==> src/design/hspm_ram.sv <==
// Simple dual-port synchronous RAM: one write port, one registered read port.
// No dependencies; used for the bucket table and the frame store.
`timescale 1ns / 1ps
`default_nettype none

module hspm_ram #(
  parameter int AddrW = 6,
  parameter int DataW = 32
) (
  input  wire logic             clk_i,
  input  wire logic             we_i,
  input  wire logic [AddrW-1:0] waddr_i,
  input  wire logic [DataW-1:0] wdata_i,
  input  wire logic             re_i,
  input  wire logic [AddrW-1:0] raddr_i,
  output logic      [DataW-1:0] rdata_o
);

  logic [DataW-1:0] mem [2**AddrW];
  logic [DataW-1:0] rdata_q;

  // Write port
  always_ff @(posedge clk_i) begin
    if (we_i) begin
      mem[waddr_i] <= wdata_i;
    end
  end

  // Read port, data held until the next read
  always_ff @(posedge clk_i) begin
    if (re_i) begin
      rdata_q <= mem[raddr_i];
    end
  end

  assign rdata_o = rdata_q;

endmodule

`default_nettype wire

==> config.mk <==
export PLATFORM = sky130hd
export DESIGN_NAME = hspm_ram
export DESIGN_NICKNAME = d
export VERILOG_FILES = /design/src/design/hspm_ram.sv
export SDC_FILE = /design/constraint.sdc
export NUM_CORES = 2
export LEC_CHECK = 0
export BUFFER_PORTS_ARGS = -buffer_cell sky130_fd_sc_hd__buf_2
export CAP_MARGIN = 20
export CORE_ASPECT_RATIO = 2
export CORE_MARGIN = 2
export CORE_UTILIZATION = 52
export CTS_BUF_LIST = sky130_fd_sc_hd__clkbuf_16
export CTS_CLUSTER_DIAMETER = 80
export CTS_CLUSTER_SIZE = 12
export DETAILED_ROUTE_END_ITERATION = 10
export GPL_TIMING_DRIVEN = 0
export HOLD_SLACK_MARGIN = 0.08
export PLACE_DENSITY = 0.68
export SLEW_MARGIN = 20
export SYNTH_ARGS = -nofsm -noshare
export SYNTH_HDL_FRONTEND = slang
export SYNTH_SLANG_ARGS = --single-unit
==> constraint.sdc <==
create_clock -name clk_i -period 10.9 [get_ports clk_i]
set_input_delay 1.635 -clock clk_i [delete_from_list [all_inputs] [get_ports clk_i]]
set_output_delay 1.635 -clock clk_i [all_outputs]
set_load 0.01 [all_outputs]
* Yosys cells after proc, flatten, opt, wreduce, memory -nomap -nowiden
Memory sizes are Yosys's and may differ from the RTL's. A register that Yosys moved wholly into a read port is not among the register bits. Cells that the tools add are included.
Operators by class: muxes and demuxes 2
Operators with widths (number):
- 2-to-1 mux 1 bit | 2
Word-level totals: flip-flop bits (word level) 0, RAM bits 2048, output and inout bits 32, logic and storage cells 3, memories kept 1
Memory list:
- mem | words 64, bits a word 32, read ports 1, clocked after memory_dff 1, write ports 1, RTL line 19 | logic [DataW-1:0] mem [2**AddrW];

* Depth between registers and ports, before layout
depth after elaboration 2, gate-level depth with buffers 10, depth with buffers taken out 5

* Worst setup path after synthesis
No wires, ideal clock.
path type in2reg, start in waddr_i[3], end mem mem[48][0] (enable), data arrival time 4334 ps, required time 10439 ps, slack 6105 ps, stages 4, path through clkbuf_1 nor2b_1 nand4b_1 nor3_1
RTL lines:
- from (decl) | RTL line 12 | input wire logic [AddrW-1:0] waddr_i,
- to (decl) | RTL line 19
Straight into the memory's write port.

==> out/qor.yml <==
sta:
  rsz0062_at_grt: "false"
  clock_skew_ps: 31.4
  tightest_slew_ps: 1290
  drv_slew: 0
  hold_slack_ps: 955
  setup_viol: 0
  relSlewSlack_pct: 13.9
  min_period_over_period_pct: 47.9
  fin_tns_setup_ps: 0
  period_minus_slack_ps: 5220
  max_freq_mhz: 192
  hold_violations: 0
cts:
  cts_resized: 0
  clk_pin_slew_worst_paths_ps: 60
  numCtsBuffers: 191
  post_cts_buffers: 0
  cts_root_buffer: "clkbuf_16"
  clk_path_buf_depth: 3
  cts_max_level: 4
  cts.sinks: 2080
  cts_hold_buf: 0
  cts_tree: "done"
  clk_latency_ps: 820
setup_path:
  path_max_fanout: 10
  slowest_stage: "buf_1"
  start_kind: "input pin"
  regToRegStartpoint: "mem[19][18]"
  endpoint_kind: "flop"
  timing.critical_path.max_delay_family: "buffers and inverters"
  crit_required_ps: 11430
  worst_r2r_endpoint: "rdata_o[18]"
  rrSetupSlack_ps: 8290
  path_common_cell: "buf_2"
  max_stage_delay_ps: 860
  cp_cell_sequence: "buf_2 -> buf_2 -> buf_2 -> buf_1 -> nand3b_1 -> o221ai_1 -> a21oi_1 -> a21oi_1 -> nor2_1"
  worstPathArrival_ps: 5750
  critical_path_class: "in2reg"
  reg2regPathDepth: 4
  cp.buffers_inverters: 4
routing:
  num_vias: 40400
  wl_per_cell_um: 42.5
  first_iter_violations: 7222
  firstDrtPassIters: 11
  antenna_left: 0
  drc: 1
  routed_via_density: 7.09
  routed_wl_mm: 242
run:
  cap_violations: 0
yosys:
  synth_cells: 3324
  syn_area_um2: 78800
  ys_warn_count: 0
  synth_top_area_share_pct: 79.2
  synth_enable_flop_cells: 2080
  synth_most_common_cell: "edfxtp_1"
  synth_top_cell_by_area: "edfxtp_1"
  avgSynthCellArea_um2: 23.7
  seq_area_frac_synth_pct: 79.2
  synthArstFlopShare_pct: 0
  ys_ff_latch: 2080
  synth_cell_types: 33
  synthTopCellsByCount: "edfxtp_1 (2080), mux4_2 (544), nor2_1 (137)"
  synth.net_count: 3371
  ys_top_cells_by_area: "edfxtp_1 (79%), mux4_2 (16%), mux2i_1 (1.2%)"
  synth_top_flop_cell: "edfxtp_1"
global_routing:
  grt.total_usage_pct: 31.6
  grt_pass1_wl_mm: 327
  grt_pass1_vias: 40100
  grt_overflow_total: 0
  grt_antenna_before_repair: 13
  grt_max_degree: 65
placed_design:
  gp_congestion: 0.877
  dp_hpwl_mm: 158
  place_inst: 5481
  portBuffers: 70
min_path:
  holdCritStartpoint: "mem[12][8]"
  holdPathStages: 4
  hold_path_end: "rdata_o[8]"
  hp-class: "reg2reg"
floorplan:
  ios: 79
  die_area_um2: 155000
  coreArea_um2: 151000
  initial_core_util_pct: 52.2
  fp.dieW_um: 279
  rows: 202
  die_y_um: 555
status:
  failed_checks: "DRC"
  outcome: "complete, but fails checks"
cells_and_area:
  area_growth_pct: 14.9
  drive_above_1_share_pct: 30.4
  final_cell_count_no_fill: 5693
  nNetsFinal: 3784
power_and_ir_drop:
  peakVddDrop_uv: 170
  leakage_nw: 28.1
  powerDensity_nw_per_um2: 174
[layout by cell type (no fill, tap or decap), types with 5 or more instances in the layout]
master / synthesis / layout
nor2b_1: 15 / 15
buf_6: 5 / 10
inv_6: 0 / 5
nor2_1: 137 / 75
clkbuf_2: 0 / 11
buf_4: 25 / 63
mux4_2: 544 / 544
nand2b_1: 8 / 8
clkbuf_1: 74 / 64
o22ai_1: 84 / 84
o221ai_1: 27 / 27
nand2_1: 26 / 26
a22oi_1: 12 / 12
mux2i_1: 93 / 93
nand3b_1: 5 / 5
edfxtp_1: 2080 / 2080
buf_1: 21 / 18
buf_12: 0 / 69
a311oi_1: 8 / 8
buf_2: 57 / 100
nor2_4: 0 / 62
clkbuf_16: 0 / 196
a21oi_1: 62 / 61
nor3_1: 7 / 5
nand3_1: 5 / 5
buf_16: 0 / 65
[how the worst max path moves through the flow]
| stage | startpoint | cells after the start | slack, ps | endpoint |
|---|---|---|---|---|
| after CTS | raddr_i[1] | 9 | 5830 | rdata_o[13] |
| after global routing | raddr_i[1] | 9 | 5800 | rdata_o[6] |
| after floorplan | waddr_i[3] | 4 | 6110 | mem[48][0] |
| final | raddr_i[1] | 9 | 5680 | rdata_o[6] |
| after detailed placement | raddr_i[1] | 9 | 4980 | rdata_o[13] |
| after global placement | waddr_i[3] | 4 | 2380 | mem[48][12] |
[power by group]
part / switching (W) / total (W) / internal, W
Combinational: 0.000614 / 0.000920 / 0.000306
Sequential: 0.0000161 / 0.00889 / 0.00887
Clock: 0.00276 / 0.00593 / 0.00316
[tightest hold or removal path: stages, from the launching register on]
cell and delay [ps]:
edfxtp_1 320, mux2i_1 60, nand2_1 70, a311oi_1 100, nor3_1 250
[area by class of cell]
| class | instances | area (µm²) |
|---|---|---|
| Sequential cell | 2080 | 62500 |
| Fill cell | 10100 | 60300 |
| Multi-Input combinational cell | 1062 | 16000 |
| Clock buffer | 196 | 4900 |
| Timing Repair Buffer | 220 | 3750 |
| Tap cell | 1938 | 2420 |
| Buffer | 182 | 902 |
| Clock inverter | 11 | 159 |
| Antenna cell | 4 | 10.0 |
[metal layers]
metal / GRT usage (%) / routed length [µm] / vias up
met3: 7.94 / 31200 / 802
met1: 40.5 / 79200 / 21200
met2: 48.7 / 112000 / 3402
met5: 0 / 94 / -
li1: - / - / 15000
met4: 20.0 / 19000 / 14
[logic make-up (layout without fill, tap and decap cells)]
family	Yosys count	in the layout	synth area share, %
flip-flops	2080	2080	79.2
multiplexers	637	637	16.7
AND/OR/NAND/NOR	223	223	1.26
AO/OA/AOI/OAI	202	202	1.67
buffers and inverters	182	609	1.12
other	0	4	0
[sequential cells by signal, indices dropped and copies added (netlist names)]
name / count
rdata_o: 32
mem: 2048
[per-stage QoR]
stage | total power, W | worst slack, ps | utilization (%) | cell area (µm²)
floorplan | 0.00949 | 6110 | - | 78800
global placement | 0.00991 | 2380 | 54.1 | 81600
detailed placement | 0.00996 | 4980 | 56.6 | 85400
CTS | 0.0157 | 5830 | 60.0 | 90500
global route | 0.0160 | 5800 | 60.0 | 90600
finish | 0.0157 | 5680 | 60.0 | 90600
Power figures use the tool's default switching activity.
