**src/design/hspm_pkg.sv**
```systemverilog
// Shared types and constants of the hashed sparse page memory.
// No dependencies; imported by hspm_hash and the core module.
`timescale 1ns / 1ps
`default_nettype none

package hspm_pkg;

  // Multiply-xor hash constants
  localparam logic [31:0] HashMul   = 32'h045d9f3b;
  localparam int          HashShift = 16;

  // Access operation codes
  typedef enum logic [1:0] {
    OP_READ  = 2'd0,
    OP_WRITE = 2'd1,
    OP_SWAP  = 2'd2
  } op_e;

  // Access sequencer states
  typedef enum logic [2:0] {
    ST_CLEAR,
    ST_IDLE,
    ST_HASH,
    ST_CHECK,
    ST_FINISH
  } state_e;

endpackage

`default_nettype wire

```
**src/design/hspm_hash.sv**
```systemverilog
// Two-stage multiply-xor hash of a page base address.
// Depends on hspm_pkg for the hash multiplier and shift.
`timescale 1ns / 1ps
`default_nettype none

module hspm_hash import hspm_pkg::*; (
  input  wire logic        clk_i,
  input  wire logic        rst_ni,
  input  wire logic        start_i,
  input  wire logic [31:0] key_i,
  output logic             valid_o,
  output logic [31:0]      hash_o
);

  logic        v1_q, v2_q;
  logic [31:0] mix0, mix1;
  logic [31:0] prod1_d, prod2_d;
  logic [31:0] prod1_q, prod2_q;

  // Fold and multiply, one multiplication per stage
  assign mix0    = key_i ^ (key_i >> HashShift);
  assign prod1_d = mix0 * HashMul;
  assign mix1    = prod1_q ^ (prod1_q >> HashShift);
  assign prod2_d = mix1 * HashMul;

  // Advance the valid flags
  always_ff @(posedge clk_i or negedge rst_ni) begin
    if (!rst_ni) begin
      v1_q <= 1'b0;
      v2_q <= 1'b0;
    end else begin
      v1_q <= start_i;
      v2_q <= v1_q;
    end
  end

  // Hold the products
  always_ff @(posedge clk_i) begin
    prod1_q <= prod1_d;
    prod2_q <= prod2_d;
  end

  // Final fold
  assign hash_o  = prod2_q ^ (prod2_q >> HashShift);
  assign valid_o = v2_q;

endmodule

`default_nettype wire

```
**config.mk**
```make
export PLATFORM = sky130hd
export DESIGN_NAME = hspm_hash
export DESIGN_NICKNAME = d
export VERILOG_FILES = /design/src/design/hspm_pkg.sv /design/src/design/hspm_hash.sv
export SDC_FILE = /design/constraint.sdc
export NUM_CORES = 1
export LEC_CHECK = 0
export BUFFER_PORTS_ARGS = -buffer_cell sky130_fd_sc_hd__buf_2
export CAP_MARGIN = 20
export CORE_ASPECT_RATIO = 1.2
export CORE_MARGIN = 4
export CORE_UTILIZATION = 34
export CTS_CLUSTER_SIZE = 30
export DETAILED_ROUTE_END_ITERATION = 6
export PLACE_DENSITY_LB_ADDON = 0.12
export SLEW_MARGIN = 0
export SYNTH_ARGS = -nofsm -noshare
export SYNTH_HDL_FRONTEND = slang
export SYNTH_SLANG_ARGS = --single-unit
```
**constraint.sdc**
```tcl
create_clock -name clk_i -period 6.2 [get_ports clk_i]
set_input_delay 0.31 -clock clk_i [delete_from_list [all_inputs] [get_ports clk_i]]
set_output_delay 0.31 -clock clk_i [all_outputs]
set_load 0.01 [all_outputs]
```
==> Yosys cells after proc, flatten, opt, wreduce, memory -nomap -nowiden <==
Index checks and enable logic that the tools add are counted.
{ "classes": {"order_cmp": 0, "shift": 0, "add_sub_neg": 0, "mux": 0, "n_bitwise": 3, "n_mul": 2, "n_eq_ne": 0, "n_reduce_logical": 0, "div": 0} }
{ "op_table": {"columns": ["operator", "n"], "rows": [
  ["$xor 32x16->32", 3],
  ["$mul 32x27->32 const B", 2]
]} }
{ "word_totals": {"mem_bits_ro": 0, "ram_bits": 0, "ff_bits": 66, "inputBits": 35, "mem_count": 0, "elab_cells": 9, "out_inout_bits": 33, "latchBits": 0} }

==> Logic depth before layout (Yosys ltp) <==
Gate-level depths: netlist (run 1).
{ "logic_depth": {"word_depth": 2, "mapped_depth": 25} }

==> Least setup slack after synthesis (run 1) <==
Ideal clock, no wire load.
{ "synth_path": {"path_kind": "register -> register", "start": "register prod1_q[26]", "end": "register prod2_q[30]", "slack_ns": -0.243, "arrival_time_ns": 6.371, "stages_incl_launch_ff": 24, "setup_time_ns": 0.072, "period_less_slack_ns": 6.443, "path_buffers": 0, "cell_sequence": "dfxtp_1 xnor2_1 inv_1 fa_1 ha_1 fa_1 inv_1 fa_1 fa_1 inv_1 fa_1 inv_1 fa_1 inv_1 ha_1 a21oi_1 o21ai_1 a2111o_1 a31o_1 a21oi_1 o21ai_1 a211o_1 a21oi_1 xnor2_1"} }
{ "synth_between": {"elab_chain_cells": 2} }
{ "synth_lines": {"columns": ["element", "line", "source"], "rows": [
  ["start: declaration", "hspm_hash.sv:18", "logic [31:0] prod1_q, prod2_q;"],
  ["start signal: assignment", "hspm_hash.sv:39", "prod1_q <= prod1_d;"],
  ["$xor 32x16->32", "hspm_hash.sv:23", "assign mix1 = prod1_q ^ (prod1_q >> HashShift);"],
  ["$mul 32x27->32", "hspm_hash.sv:24", "assign prod2_d = mix1 * HashMul;"],
  ["named net prod2_d[30]", "hspm_hash.sv:17", "logic [31:0] prod1_d, prod2_d;"],
  ["end signal: assignment", "hspm_hash.sv:40", "prod2_q <= prod2_d;"],
  ["end: declaration", "hspm_hash.sv:18", null]
]} }
The timed path passes the listed nets, and every way through them passes these cells.

==> Worst setup path in the final report (run 1) <==
{ "layout_path": {"start": "register prod1_q[25]", "end": "register prod2_q[30]"} }
Same word-level chain as after synthesis.

==> results of run 1 <==
final timing paths:
| check | start | to | slack (ps) |
|---|---|---|---|
| worst max-delay path | prod1_q[25] | prod2_q[30] | 100 |
| worst min-delay path | start_i | v1_q | 60 |
| worst max register to register | prod1_q[25] | prod2_q[30] | 100 |
| worst min register to register | v1_q | valid_o | 350 |
| max in group asynchronous | rst_ni | valid_o | 5830 |
| min in group asynchronous | rst_ni | v1_q | 270 |
what timing repair did:
item / CTS / global route
setup endpoints to repair: 7 / 17
hold buffers: 1 / 0
pin swaps: 11 / 45
gates resized for setup: 33 / 98
cloned: 0 / 0
setup buffers: 6 / 4
endpoints found under the hold margin: 2 / 0
layout make-up:
cell class	count	area, sq um
multi-input combinational	1199	16300
clock inverter	7	70.1
inverter	817	3070
timing repair buffer	409	2960
tap	792	991
sequential	66	1360
clock buffer	9	225
fill	5941	33600
cell families after synthesis:
family                   synth area share
buffers and inverters               0.158
adder cells (fa/ha/maj)             0.616
XOR/XNOR                           0.0893
AO/OA/AOI/OAI                      0.0435
AND/OR/NAND/NOR                    0.0265
flip-flops                         0.0659
multiplexers                     0.000496
stage by stage:
step / cell area [sq um] / utilization / hold WS, ps
after floorplan: 20300 / - / 14.4
after global placement: 24000 / 0.409 / 93.3
after detailed placement: 24000 / 0.409 / 98.0
after CTS: 24500 / 0.418 / 41.7
after global routing: 25000 / 0.427 / 58.1
final: 25000 / 0.427 / 58.8
cells in the mapped netlist, types with 2 or more instances:
cell type    n
a2111o_1     2
a211o_1      2
a211oi_1     2
a21boi_0     2
a21boi_1     2
a21o_1      24
a21oi_1     43
a21oi_2      2
a221o_1      2
a31oi_1      5
a41oi_1      2
and2_1       5
and3_1       3
buf_4       16
dfrtp_1      2
dfxtp_1     64
fa_1       423
ha_1       318
inv_1      816
nand2_1     49
nand2b_1     7
nand3_1      4
nand4_1      3
nor2_1      38
nor2b_1      2
nor3_1       6
o2111ai_1    2
o211ai_1     3
o21a_1       5
o21ai_0     10
o21ai_1      6
o21bai_1     4
o31ai_2      2
or2_2        3
xnor2_1    135
xor2_1      71
placed cells by master, fill, tap and decap left out, types with 4 or more instances in the layout:
master	count
nand2b_1	7
nor3_1	5
ha_2	5
xor2_1	58
a21oi_2	10
dfxtp_2	14
a21oi_1	34
dfxtp_1	47
nand3_1	4
o21a_1	5
ha_4	17
xnor2_2	12
a31oi_1	4
clkinvlp_4	4
o21bai_1	4
buf_2	67
o21ai_0	9
nand2_1	47
clkbuf_16	9
xor2_2	12
fa_2	12
ha_1	296
a21o_1	24
fa_1	411
and2_1	5
xnor2_1	120
buf_6	5
inv_1	804
buf_4	333
inv_2	12
nor2_1	36
flip-flops by register name, summed over array words and instances, names as in the netlist:
signal,cells
prod1_q,32
prod2_q,32
v1_q,1
valid_o,1
critical path, stage by stage, from the launching register on:
cell and delay (ps):
dfxtp_2 330, xnor2_2 130, buf_4 150, buf_4 140, fa_1 470, inv_1 60
ha_2 300, fa_1 480, inv_1 50, fa_1 390, inv_1 80, fa_1 440
fa_1 550, inv_1 50, fa_1 490, inv_2 50, ha_4 230, a21oi_2 140
o21ai_2 70, a2111o_1 430, a31o_1 200, a21oi_2 180, o21ai_4 110, a211o_1 270
a21oi_2 130, xnor2_1 120
per-layer routing:
metal	global-route usage	wire, microns	vias to the layer above
met3	0.0112	904	107
met4	0.0989	3640	0
met5	0	0	-
li1	-	-	6794
met1	0.201	21400	6761
met2	0.417	35400	209
==> impl_results.md, run 1 <==
- Post-Synthesis Cells: 2099
- Dpl hpwl: 58.1 mm
- Hold/Removal Path Class: in -> reg
- Drt initial violations: 394
- Avg WL per Cell: 18.6 microns
- Dpl ws: -360 ps
- Layout Cells excl Fill: 3299
- Clock Latency Late Sink: 360 ps
- Startpoint Class: register
- # Max-Cap Violations: 0
- Pin count of the biggest net entering global routing: 13
- Post-Place Cells: 3273
- Synth cell types: 50
- Initial Util: 0.345
- Final hold vios: 0
- Clock Path Buffers: 2
- Fmax: 164 MHz
- Ys async rst share: 0.0303
- Final setup violation count: 0
- Clock transition at path regs: 60 ps
- Sequential area share after synthesis: 0.0659
- Total CTS buffers: 9
- WHS Path Cells: 1
- WL final: 61.4 mm
- CP endpoint kind: register
- Fin crit share: 0.985
- Fin Setup TNS: 0 ps
- I/O pins: 68
- R2r worst-path depth: 25
- Post-Syn Area: 0.0202 sq mm
- Kind of critical path: reg -> reg
- Top_reg_cell synth: dfxtp_1
- Die Wd: 230 microns
- Fin crit period: 6100 ps
- Initial antenna violation count: 0
- IO Port Bufs: 67
- Dominant cell type by area after synthesis: fa_1
- Final Slew Violations: 0
- P&R area growth vs syn: 23.9%
- Number of global-route vias before repair: 16.4k
- First-pass GRT wire length: 94.4 mm
- Clock H-tree levels: 3
- Diode count: 0
- Synth Register Bits: 66
- Largest cells by area after synthesis: fa_1 42%, ha_1 20%, inv_1 15%
- Via count: 13.9k
- Antenna Violating Nets Remaining: 0
- Synth warnings: 0
- Clk sinks: 66
- RSZ-0062 raised after global routing: yes
- Core box area: 0.0586 sq mm
- # DRC: 0
- Synth top area share: 0.419
- Max FO, Critical Path: 3
- CTS tree: yes
- DR vias/cell: 4.20
- # nets final: 3278
- Chip height: 275 microns
- Global route overflow: 0
- Root cell of the clock tree: clkbuf_16
- Slew HR: 0.509
- Syn Nets: 2875
- Layout cell share with drive strength beyond 1: 0.220
- WP data arrival: 6390 ps
- Tot GR Track Use: 0.202
- Cell row count: 97
- Post-synth EDFFs: 0
- Worst Tran Pin Value: 734 ps
- Status: complete, no violations
- Mean area per synthesized cell: 9.62 sq um
- Drt first pass iters: 4
- DIE AREA: 0.0634 sq mm
- Placer Congestion: 0.945
- Clock skew: 5.33 ps
- Data required, critical path: 6490 ps
- Fin worst setup slack: 95.9 ps
Power of run 1 is not shown: default switching activity piles up to over one toggle a cycle in this logic, so the estimate is an artifact.
==> run 2: changes to the inputs <==
--- a/config.mk
+++ b/config.mk
@@ -5,11 +5,13 @@
 export SDC_FILE = /design/constraint.sdc
 export NUM_CORES = 1
 export LEC_CHECK = 0
+export ABC_AREA = 1
+export ABC_CLOCK_PERIOD_IN_PS = 6200
 export BUFFER_PORTS_ARGS = -buffer_cell sky130_fd_sc_hd__buf_2
 export CAP_MARGIN = 20
 export CORE_ASPECT_RATIO = 1.2
 export CORE_MARGIN = 4
-export CORE_UTILIZATION = 34
+export CORE_UTILIZATION = 27
 export CTS_CLUSTER_SIZE = 30
 export DETAILED_ROUTE_END_ITERATION = 6
 export PLACE_DENSITY_LB_ADDON = 0.12
==> impl_results.md, run 2 <==
- Status: complete, no violations (unchanged)
- Final setup violation count: 0 (unchanged)
- Post-Syn Area: 0.0210 sq mm (was 0.0202 sq mm)
- Dpl hpwl: 64.8 mm (was 58.1 mm)
- Via count: 14.9k (was 13.9k)
- Fmax: 167 MHz (was 164 MHz)
- CP max stage cell: fa_1 (unchanged)
- # DRC: 0 (unchanged)
- Fin crit period: 5980 ps (was 6100 ps)
- Fin worst setup slack: 215 ps (was 95.9 ps)
- Final Slew Violations: 0 (unchanged)
- Startpoint Class: input port (was register)
- DIE AREA: 0.0824 sq mm (was 0.0634 sq mm)
- Chip height: 314 microns (was 275 microns)
- Total CTS buffers: 9 (unchanged)
- RR Startpoint: prod1_q[2] (was prod1_q[25])
- Leading registers by flop count: prod1_q: 32 flops, prod2_q: 32 flops (unchanged)
- IO Port Bufs: 67 (unchanged)
- Largest cells by area after synthesis: fa_1 40%, ha_1 19%, inv_1 16% (was fa_1 42%, ha_1 20%, inv_1 15%)
- # Max-Cap Violations: 0 (unchanged)
- Clock H-tree levels: 3 (unchanged)
- Crit path depth: 23 (was 25)
- Dominant cell type by area after synthesis: fa_1 (unchanged)
- Synth cell count leaders: 879 x inv_1, 423 x fa_1, 318 x ha_1 (was 816 x inv_1, 423 x fa_1, 318 x ha_1)
- CTS tree: yes (unchanged)
- Avg WL per Cell: 18.9 microns (was 18.6 microns)
- Kind of critical path: in -> reg (was reg -> reg)
- Pin count of the biggest net entering global routing: 14 (was 13)
- WL final: 68.9 mm (was 61.4 mm)
- Synth Register Bits: 66 (unchanged)
- Sequential area share after synthesis: 0.0634 (was 0.0659)
- Core box area: 0.0768 sq mm (was 0.0586 sq mm)
- Mean area per synthesized cell: 8.77 sq um (was 9.62 sq um)
- Max FO, Critical Path: 7 (was 3)
- Area after DPL: 0.0237 sq mm (was 0.0240 sq mm)
- Cell row count: 111 (was 97)
- CP startpoint: key_i[22] (was prod1_q[25])
- R2r worst-path depth: 27 (was 25)
- Post-Place Cells: 3620 (was 3273)
- Ys async rst share: 0.0303 (unchanged)
- Drt initial violations: 500 (was 394)
- Layout cell share with drive strength beyond 1: 0.117 (was 0.220)
- Root cell of the clock tree: clkbuf_16 (unchanged)
- Diode count: 0 (unchanged)
- Data required, critical path: 6480 ps (was 6490 ps)
- Synth cell types: 41 (was 50)
- I/O pins: 68 (unchanged)
- # nets final: 3391 (was 3278)
- Setup fix buffers added after clock tree synthesis: 0 (was 6)
- Clock skew: 17.9 ps (was 5.33 ps)
- Initial Util: 0.274 (was 0.345)
- Dpl ws: -640 ps (was -360 ps)
- Top_reg_cell synth: dfxtp_1 (unchanged)
- Reg2Reg Capture Point: prod2_q[20] (was prod2_q[30])
- Post-Synthesis Cells: 2395 (was 2099)
- Clk sinks: 66 (unchanged)
- Clock transition at path regs: 80 ps (was 60 ps)
- Global route overflow: 0 (unchanged)
- Syn Nets: 3171 (was 2875)
- Die Wd: 263 microns (was 230 microns)
- DR vias/cell: 4.10 (was 4.20)
- Crit path buf inv count: 7 (unchanged)
- CP endpoint kind: register (unchanged)
- Critical path, cell by cell: buf_2 > or2_2 > nand2_2 > inv_1 > ha_1 > inv_1 > fa_1 > inv_1 > fa_1 > fa_1 > fa_1 > fa_1 > inv_1 > fa_1 > inv_1 > ha_1 > nand2_1 > nor2_1 > inv_1 > nor3_2 > nand3_1 > nand4_1 > nand2_1
- Worst stage delay on the critical path: 510 ps (was 550 ps)
- Hold/Removal Path Class: in -> reg (unchanged)
- Crit-path leading delay family: adder cells (unchanged)
- Critical Path End: prod1_q[30] (was prod2_q[30])
- Slew HR: 0.594 (was 0.509)
- Commonest non-fill, non-tap cell in the layout: inv_1 (unchanged)
- Post-layout util: 0.314 (was 0.427)
- Most frequent cell after synthesis: inv_1 (unchanged)
- Fin crit share: 0.965 (was 0.985)
- Initial antenna violation count: 1 (was 0)
- Layout Cells excl Fill: 3637 (was 3299)
- Worst R2R Setup Slack: 290 ps (was 100 ps)
- Post-synth EDFFs: 0 (unchanged)
- Fin area: 0.0241 sq mm (was 0.0250 sq mm)
- Tot GR Track Use: 0.171 (was 0.202)
- Most frequent cells in the layout: 876 x inv_1, 423 x fa_1, 316 x ha_1 (was 804 x inv_1, 411 x fa_1, 333 x buf_4)
- Synth top area share: 0.403 (was 0.419)
- Clock Latency Late Sink: 380 ps (was 360 ps)
- Antenna Violating Nets Remaining: 0 (unchanged)
- Clock Path Buffers: 2 (unchanged)
- Worst Tran Pin Value: 605 ps (was 734 ps)
- Number of global-route vias before repair: 17.6k (was 16.4k)
- First-pass GRT wire length: 105 mm (was 94.4 mm)
- Drt first pass iters: 5 (was 4)
- P&R area growth vs syn: 14.6% (was 23.9%)
- Synth warnings: 0 (unchanged)
- Placer Congestion: 0.919 (was 0.945)
- Fillers: 8298 (was 5941)
- Final hold vios: 0 (unchanged)
- WP data arrival: 6260 ps (was 6390 ps)
-- run 2: cell count changes after synthesis, moves of 13 or more --
| cell | previous run | this run |
|---|---|---|
| o21ai_0 | 10 | 23 |
| inv_2 | 0 | 13 |
| nand2_1 | 49 | 236 |
| inv_1 | 816 | 879 |
| xor2_1 | 71 | 95 |
| nand3_1 | 4 | 44 |
| nor2_1 | 38 | 73 |
| a21o_1 | 24 | 11 |
| xnor2_1 | 135 | 54 |
-- run 2: kinds of logic (layout without fill, tap and decap cells) --
group,Yosys count,count (layout),share of synthesized area
xor+xnor,150,150,0.0629
fa+ha+maj,741,741,0.592
simple gates,399,399,0.0801
flops,66,66,0.0634
buf+inv,908,1133,0.165
compound gates,131,131,0.0361
-- run 2: per-stage QoR --
stage / TNS (ps) / hold WS (ps)
after CTS: 0 / 33.9
after global routing: -4.00 / 41.4
after floorplan: 0 / 14.4
final: 0 / 51.4
after detailed placement: -2140 / 99.3
after global placement: -2250 / 93.6
-- run 2: how the worst min path moves through the flow --
stage              end  cells after the start  startpoint  slack (ps)
2_1_floorplan     v1_q                      0      rst_ni          10
3_3_place_gp   valid_o                      1      rst_ni          90
3_5_place_dp   valid_o                      1      rst_ni         100
4_1_cts           v1_q                      1     start_i          30
5_1_grt           v1_q                      1     start_i          40
6_report          v1_q                      1     start_i          50
-- run 2: timing repair --
item	in CTS	in global routing
gates resized for setup	1	29
hold buffers	1	0
pin swaps	0	2
hold endpoints to repair	2	0
endpoints found under the setup margin	1	20
-- run 2: area by class of cell --
cell class              instances  area [sq um]  share of cell area
clock buffers                   9           225             0.00935
clock inverters                 7          51.3             0.00213
inverters                     892          3350               0.139
multi-input cells            1421         16300               0.678
flip-flops and latches         66          1330              0.0554
well taps                    1017          1270              0.0528
repair buffers                225          1520              0.0633
-- run 2: routing by layer --
metal | GRT usage | share of wire
met1 | 0.174 | 0.36
met2 | 0.357 | 0.58
met3 | 0.0110 | 0.015
met4 | 0.0663 | 0.044
met5 | 0 | 0
Power of run 2 is left out for the same reason.
